===== config.mk =====
export PLATFORM = sky130hd
export DESIGN_NAME = hsfu_div
export DESIGN_NICKNAME = d
export VERILOG_FILES = /design/src/sv/hsfu_pkg.sv /design/src/sv/hsfu_div.sv
export SDC_FILE = /design/constraint.sdc
export NUM_CORES = 2
export LEC_CHECK = 0
export ABC_CLOCK_PERIOD_IN_PS = 16200
export BUFFER_PORTS_ARGS = -buffer_cell sky130_fd_sc_hd__buf_2
export CAP_MARGIN = 20
export CORE_AREA = 2 2 481 483
export DETAILED_ROUTE_END_ITERATION = 12
export DIE_AREA = 0 0 483 485
export HOLD_SLACK_MARGIN = 0.05
export SYNTH_ARGS = -nofsm -noshare
export SYNTH_HDL_FRONTEND = slang
export SYNTH_SLANG_ARGS = --single-unit
export TNS_END_PERCENT = 30

===== constraint.sdc =====
create_clock -name clk -period 16.2 [get_ports clk]
set_input_delay 0.81 -clock clk [delete_from_list [all_inputs] [get_ports clk]]
set_output_delay 0.81 -clock clk [all_outputs]
set_load 0.02 [all_outputs]

===== src/sv/hsfu_pkg.sv =====
// Shared constants and types for the Horn-Schunck flow update core.
// No dependencies; used by every module of the core.
`default_nettype none
package hsfu_pkg;
  localparam int FRAC_BITS_DEF = 8;
  localparam logic [15:0] WEIGHT_RST = 16'd256;
  localparam int QUOT_BITS = 17;
  localparam int PROD_W = 48;
  localparam int DEN_W = 34;
  localparam int FRONT_LAT = 3;
  localparam int LANE_LAT = QUOT_BITS + 2;

  typedef struct packed {
    logic signed [PROD_W-1:0] prod_u;
    logic signed [PROD_W-1:0] prod_v;
    logic [DEN_W-1:0] den;
    logic den_zero;
    logic signed [15:0] avg_u;
    logic signed [15:0] avg_v;
  } front_t;
endpackage
`default_nettype wire


===== src/sv/hsfu_div.sv =====
// One correction lane: rounded restoring division, one quotient bit per
// stage, then subtract from the average and saturate. Depends on hsfu_pkg.
`default_nettype none
module hsfu_div (
  input  wire logic clk,
  input  wire logic ce,
  input  wire logic signed [hsfu_pkg::PROD_W-1:0] prod,
  input  wire logic [hsfu_pkg::DEN_W-1:0] den,
  input  wire logic den_zero,
  input  wire logic signed [15:0] base,
  output logic signed [15:0] res,
  output logic clip
);
  localparam int QB = hsfu_pkg::QUOT_BITS;
  localparam int DW = hsfu_pkg::DEN_W;
  localparam int RW = hsfu_pkg::PROD_W + 1;
  localparam int CW = DW + QB;

  logic [RW-1:0] rem_r [QB+1];
  logic [QB-1:0] q_r [QB+1];
  logic [DW-1:0] den_r [QB+1];
  logic neg_r [QB+1];
  logic over_r [QB+1];
  logic zero_r [QB+1];
  logic signed [15:0] base_r [QB+1];
  logic [hsfu_pkg::PROD_W-1:0] mag;
  logic [RW-1:0] rem0_nxt;
  logic [QB:0] qs;
  logic signed [19:0] qx, bx, diff;
  logic signed [15:0] res_r, res_nxt;
  logic clip_r, clip_nxt;

  always_comb begin
    mag = prod[hsfu_pkg::PROD_W-1] ? hsfu_pkg::PROD_W'(-prod) : prod;
    rem0_nxt = RW'(mag) + RW'(den >> 1);
  end

  always_ff @(posedge clk) begin
    if (ce) begin
      rem_r[0] <= rem0_nxt;
      q_r[0] <= '0;
      den_r[0] <= den;
      neg_r[0] <= prod[hsfu_pkg::PROD_W-1];
      over_r[0] <= CW'(rem0_nxt) >= (CW'(den) << QB);
      zero_r[0] <= den_zero;
      base_r[0] <= base;
    end
  end

  for (genvar k = 1; k <= QB; k++) begin : g_step
    logic [CW-1:0] dsh;
    logic ge;
    always_comb begin
      dsh = CW'(den_r[k-1]) << (QB - k);
      ge = CW'(rem_r[k-1]) >= dsh;
    end
    always_ff @(posedge clk) begin
      if (ce) begin
        rem_r[k] <= ge ? RW'(CW'(rem_r[k-1]) - dsh) : rem_r[k-1];
        q_r[k] <= q_r[k-1] | (QB'(ge) << (QB - k));
        den_r[k] <= den_r[k-1];
        neg_r[k] <= neg_r[k-1];
        over_r[k] <= over_r[k-1];
        zero_r[k] <= zero_r[k-1];
        base_r[k] <= base_r[k-1];
      end
    end
  end

  always_comb begin
    qs = over_r[QB] ? {1'b1, {QB{1'b0}}} : {1'b0, q_r[QB]};
    qx = $signed(20'(qs));
    bx = 20'(base_r[QB]);
    diff = neg_r[QB] ? bx + qx : bx - qx;
    clip_nxt = 1'b0;
    if (zero_r[QB]) begin
      res_nxt = base_r[QB];
      clip_nxt = 1'b1;
    end else if (diff > 20'sd32767) begin
      res_nxt = 16'sh7fff;
      clip_nxt = 1'b1;
    end else if (diff < -20'sd32768) begin
      res_nxt = 16'sh8000;
      clip_nxt = 1'b1;
    end else begin
      res_nxt = diff[15:0];
    end
  end

  always_ff @(posedge clk) begin
    if (ce) begin
      res_r <= res_nxt;
      clip_r <= clip_nxt;
    end
  end

  assign res = res_r;
  assign clip = clip_r;
endmodule
`default_nettype wire


==> results.yml <==
drt:
  ant_nets: 0
  first_pass_iters: 8
  viasPerCell: 5.471
  wire_per_inst_um: 19.41
  vias: 67170
  remaining_drc_errors: 0
  postRouteWirelength_mm: 238.3
  drtIter0Drc: 4118
floorplan:
  die_height_um: 485
  chipWidth_um: 483
  io-pin-count: 118
  initial_core_util_pct: 44.71
  rows: 176
  dieArea_um2: 234300
  core-area_um2: 229000
global_routing:
  grt_pass1_vias: 69240
  grt_max_degree: 190
  grt_use_total_pct: 20.02
  antenna_found_initial: 6
  grt-ovfl-total: 0
  grt_pass1_wl_mm: 371.5
placement:
  portBuffers: 117
  place_hpwl_mm: 183.2
  dp_slack_ns: 6.893
  place_congestion: 0.9325
  dp.cells: 11870
clock_network:
  path_clk_slew_ns: 0.06
  cts_buffers: 209
  cts.hold.buffers_added: 10
  cts-htree-levels: 4
  cts.sinks: 1923
  post_cts_buffers: 0
  cts_tree: "done"
  cts_buffer_depth: 3
  ctsRootBufferMaster: "clkbuf_16"
  insertion_delay_ns: 0.88
  cts-resized-gates: 0
layout:
  stdcell_count: 12280
  fill_cells: 20070
  final_nets: 9847
  drive_above_1_share_pct: 7.376
  syn2layout_area_growth_pct: 10.85
pwr:
  peakVddDrop_mv: 0.1002
  p_int_mw: 12.63
  clock_power_share_pct: 23.7
  switchingPower_mw: 6.778
  leakage_nw: 44.36
  p_per_area_nw_per_um2: 170.9
  seq_power_share_pct: 38.5
  swShare_pct: 34.93
  comb_power_share_pct: 37.9
sta:
  fin_skew_ns: 0.08938
  rsz0062_at_grt: "false"
  drv_slew: 0
  finalHoldViolCount: 0
  fmax_ghz: 0.1215
  setup_slack_ns: 7.970
  fin_crit_sh_pct: 50.80
  worst_pin_slew_ns: 1.224
  period_needed_ns: 8.230
  hold_ws_ns: 0.1371
  tns_ns: 0
  setup_violations: 0
  slew_headroom_pct: 17.74
synth:
  syn_area_um2: 102400
  ys_seq_area_share_pct: 56.39
  synthCells: 8868
  synth_ff_type: "edfxtp_1"
  avgSynthCellArea_um2: 11.55
  ys_ff_latch: 1923
  synth_cell_types: 95
  yosys_warnings: 0
  synth_edf_count: 1923
  async_flop_share_pct: 0
min_path:
  hp-class: "primary input to flip-flop"
setup_path:
  worst_setup_path_end_kind: "flip-flop"
  cp.arrival_ns: 8.93
  required_ns: 16.90
  critical_path_class: "primary input to flip-flop"
  worstPathMaxFanout: 7
  cp-start-kind: "primary input"
flow_run:
  drv_cap: 0
outcome:
  status: "completed"
layer usage:
layer,GRT usage [%],wire length (um),vias up
met5,0,0,-
met4,13.91,17570,0
met3,2.548,6754,584
met2,38.56,127300,1343
met1,19.73,86680,32000
li1,-,-,33250
critical path, stage by stage:
cell and delay [ns]:
buf_2 0.12, or4_4 0.56, or4_1 0.44, o31ai_1 0.26
xnor2_1 0.12, ha_1 0.38, nand3_1 0.11, a21oi_1 0.17
nor3b_1 0.38, o21bai_1 0.19, a31oi_1 0.31, o31a_1 0.31
a21oi_1 0.19, nor2_1 0.44, nand4_1 0.17, xor2_1 0.20
ha_1 0.31, nand4_1 0.10, or4_1 0.55, nor3_1 0.63
nand3_1 0.31, or4_1 0.45, or4_1 0.39, or4_1 0.39
or4_1 0.40, o31ai_1 0.19
state kept, by name (all words and copies together) (netlist names), 16 cells and up:
name and cells:
zero_r 18, rem_r 833, over_r 18, res 16, q_r 153, base_r 288, den_r 578, neg_r 18
cells in the mapped netlist (all sizes together) (15+ instances only):
master | instances | share of area (%)
a2111oi | 24 | 0.22
a211o | 23 | 0.20
a211oi | 76 | 0.56
a21boi | 15 | 0.11
a21o | 307 | 2.3
a21oi | 744 | 3.6
a31o | 15 | 0.13
a31oi | 78 | 0.48
and2 | 52 | 0.32
and3 | 65 | 0.40
clkbuf | 183 | 0.67
edfxtp | 1923 | 56
fa | 18 | 0.35
ha | 663 | 8.1
inv | 781 | 2.9
mux2 | 128 | 1.4
nand2 | 631 | 2.3
nand2b | 88 | 0.54
nand3 | 150 | 0.73
nand3b | 15 | 0.11
nand4 | 107 | 0.67
nand4b | 19 | 0.16
nor2 | 548 | 2.0
nor2b | 110 | 0.67
nor3 | 152 | 0.74
nor4 | 75 | 0.48
nor4b | 19 | 0.16
o211ai | 39 | 0.29
o21a | 97 | 0.71
o21ai | 547 | 2.7
o21bai | 57 | 0.42
o221ai | 15 | 0.13
o31a | 34 | 0.29
o31ai | 68 | 0.50
o41ai | 20 | 0.17
or2 | 39 | 0.24
or3 | 49 | 0.30
or4 | 38 | 0.29
xnor2 | 368 | 3.1
xor2 | 291 | 2.5
power groups by stage:
stage / registers, mW / logic [mW] / clock network [mW]
floorplan: 7.32 / 5.50 / 0
global placement: 7.54 / 7.15 / 0
detailed placement: 7.56 / 7.27 / 0
CTS: 7.47 / 7.32 / 4.73
global route: 7.58 / 8.16 / 4.92
finish: 7.47 / 7.35 / 4.59
final timing paths:
check / startpoint / endpoint / slack [ns] / cells after the start
setup / recovery: prod[5] / over_r[0]$_DFFE_PP_ / 7.97 / 26
hold / removal: base[1] / base_r[0][1]$_DFFE_PP_ / 0.14 / 1
setup reg to reg: rem_r[3][13]$_DFFE_PP_ / rem_r[4][26]$_DFFE_PP_ / 10.79 / 13
hold reg to reg: base_r[2][14]$_DFFE_PP_ / base_r[3][14]$_DFFE_PP_ / 0.38 / 0
through the flow:
step / power (mW) / util (%) / cell area (um^2)
6_report: 19.40 / 49.56 / 113500
5_1_grt: 20.65 / 49.56 / 113500
4_1_cts: 19.51 / 49.53 / 113400
3_5_place_dp: 14.83 / 46.58 / 106700
3_3_place_gp: 14.69 / 46.58 / 106700
2_1_floorplan: 12.82 / - / 102400
cell type report:
cell class | count | area, um^2 | area share [%]
sequential | 1923 | 57750 | 50.87
antenna | 19 | 47.55 | 0.04189
tap | 3026 | 3786 | 3.336
timing repair buffer | 182 | 1171 | 1.032
multi-input combinational | 5967 | 41160 | 36.26
clock buffer | 259 | 5439 | 4.792
clock inverter | 120 | 1226 | 1.080
inverter | 782 | 2935 | 2.586
kinds of logic after synthesis:
| group | share of synthesized area (%) |
|---|---|
| DFF | 56.39 |
| and+or+nand+nor | 10.48 |
| other | 0.003662 |
| buffers and inverters | 3.592 |
| xor gates and xnor gates | 5.636 |
| AOI/OAI and AO/OA | 13.98 |
| muxes | 1.466 |
| adders and majority gates | 8.453 |
placed cells by master, fill, tap and decap left out, types with 87 or more instances in the layout:
master	synthesis	layout
o21ai_0	526	526
nor2b_1	110	110
nand2_1	631	630
inv_1	781	781
nand2b_1	87	87
clkbuf_16	0	210
mux2_2	123	123
nor2_1	548	547
a21oi_1	744	742
a21o_1	306	304
nor3_1	152	151
nand4_1	106	106
ha_1	663	663
edfxtp_1	1923	1923
buf_2	3	116
nand3_1	150	149
o21a_1	97	97
xnor2_1	368	368
xor2_1	291	291
(Power assumes the default switching activity.)
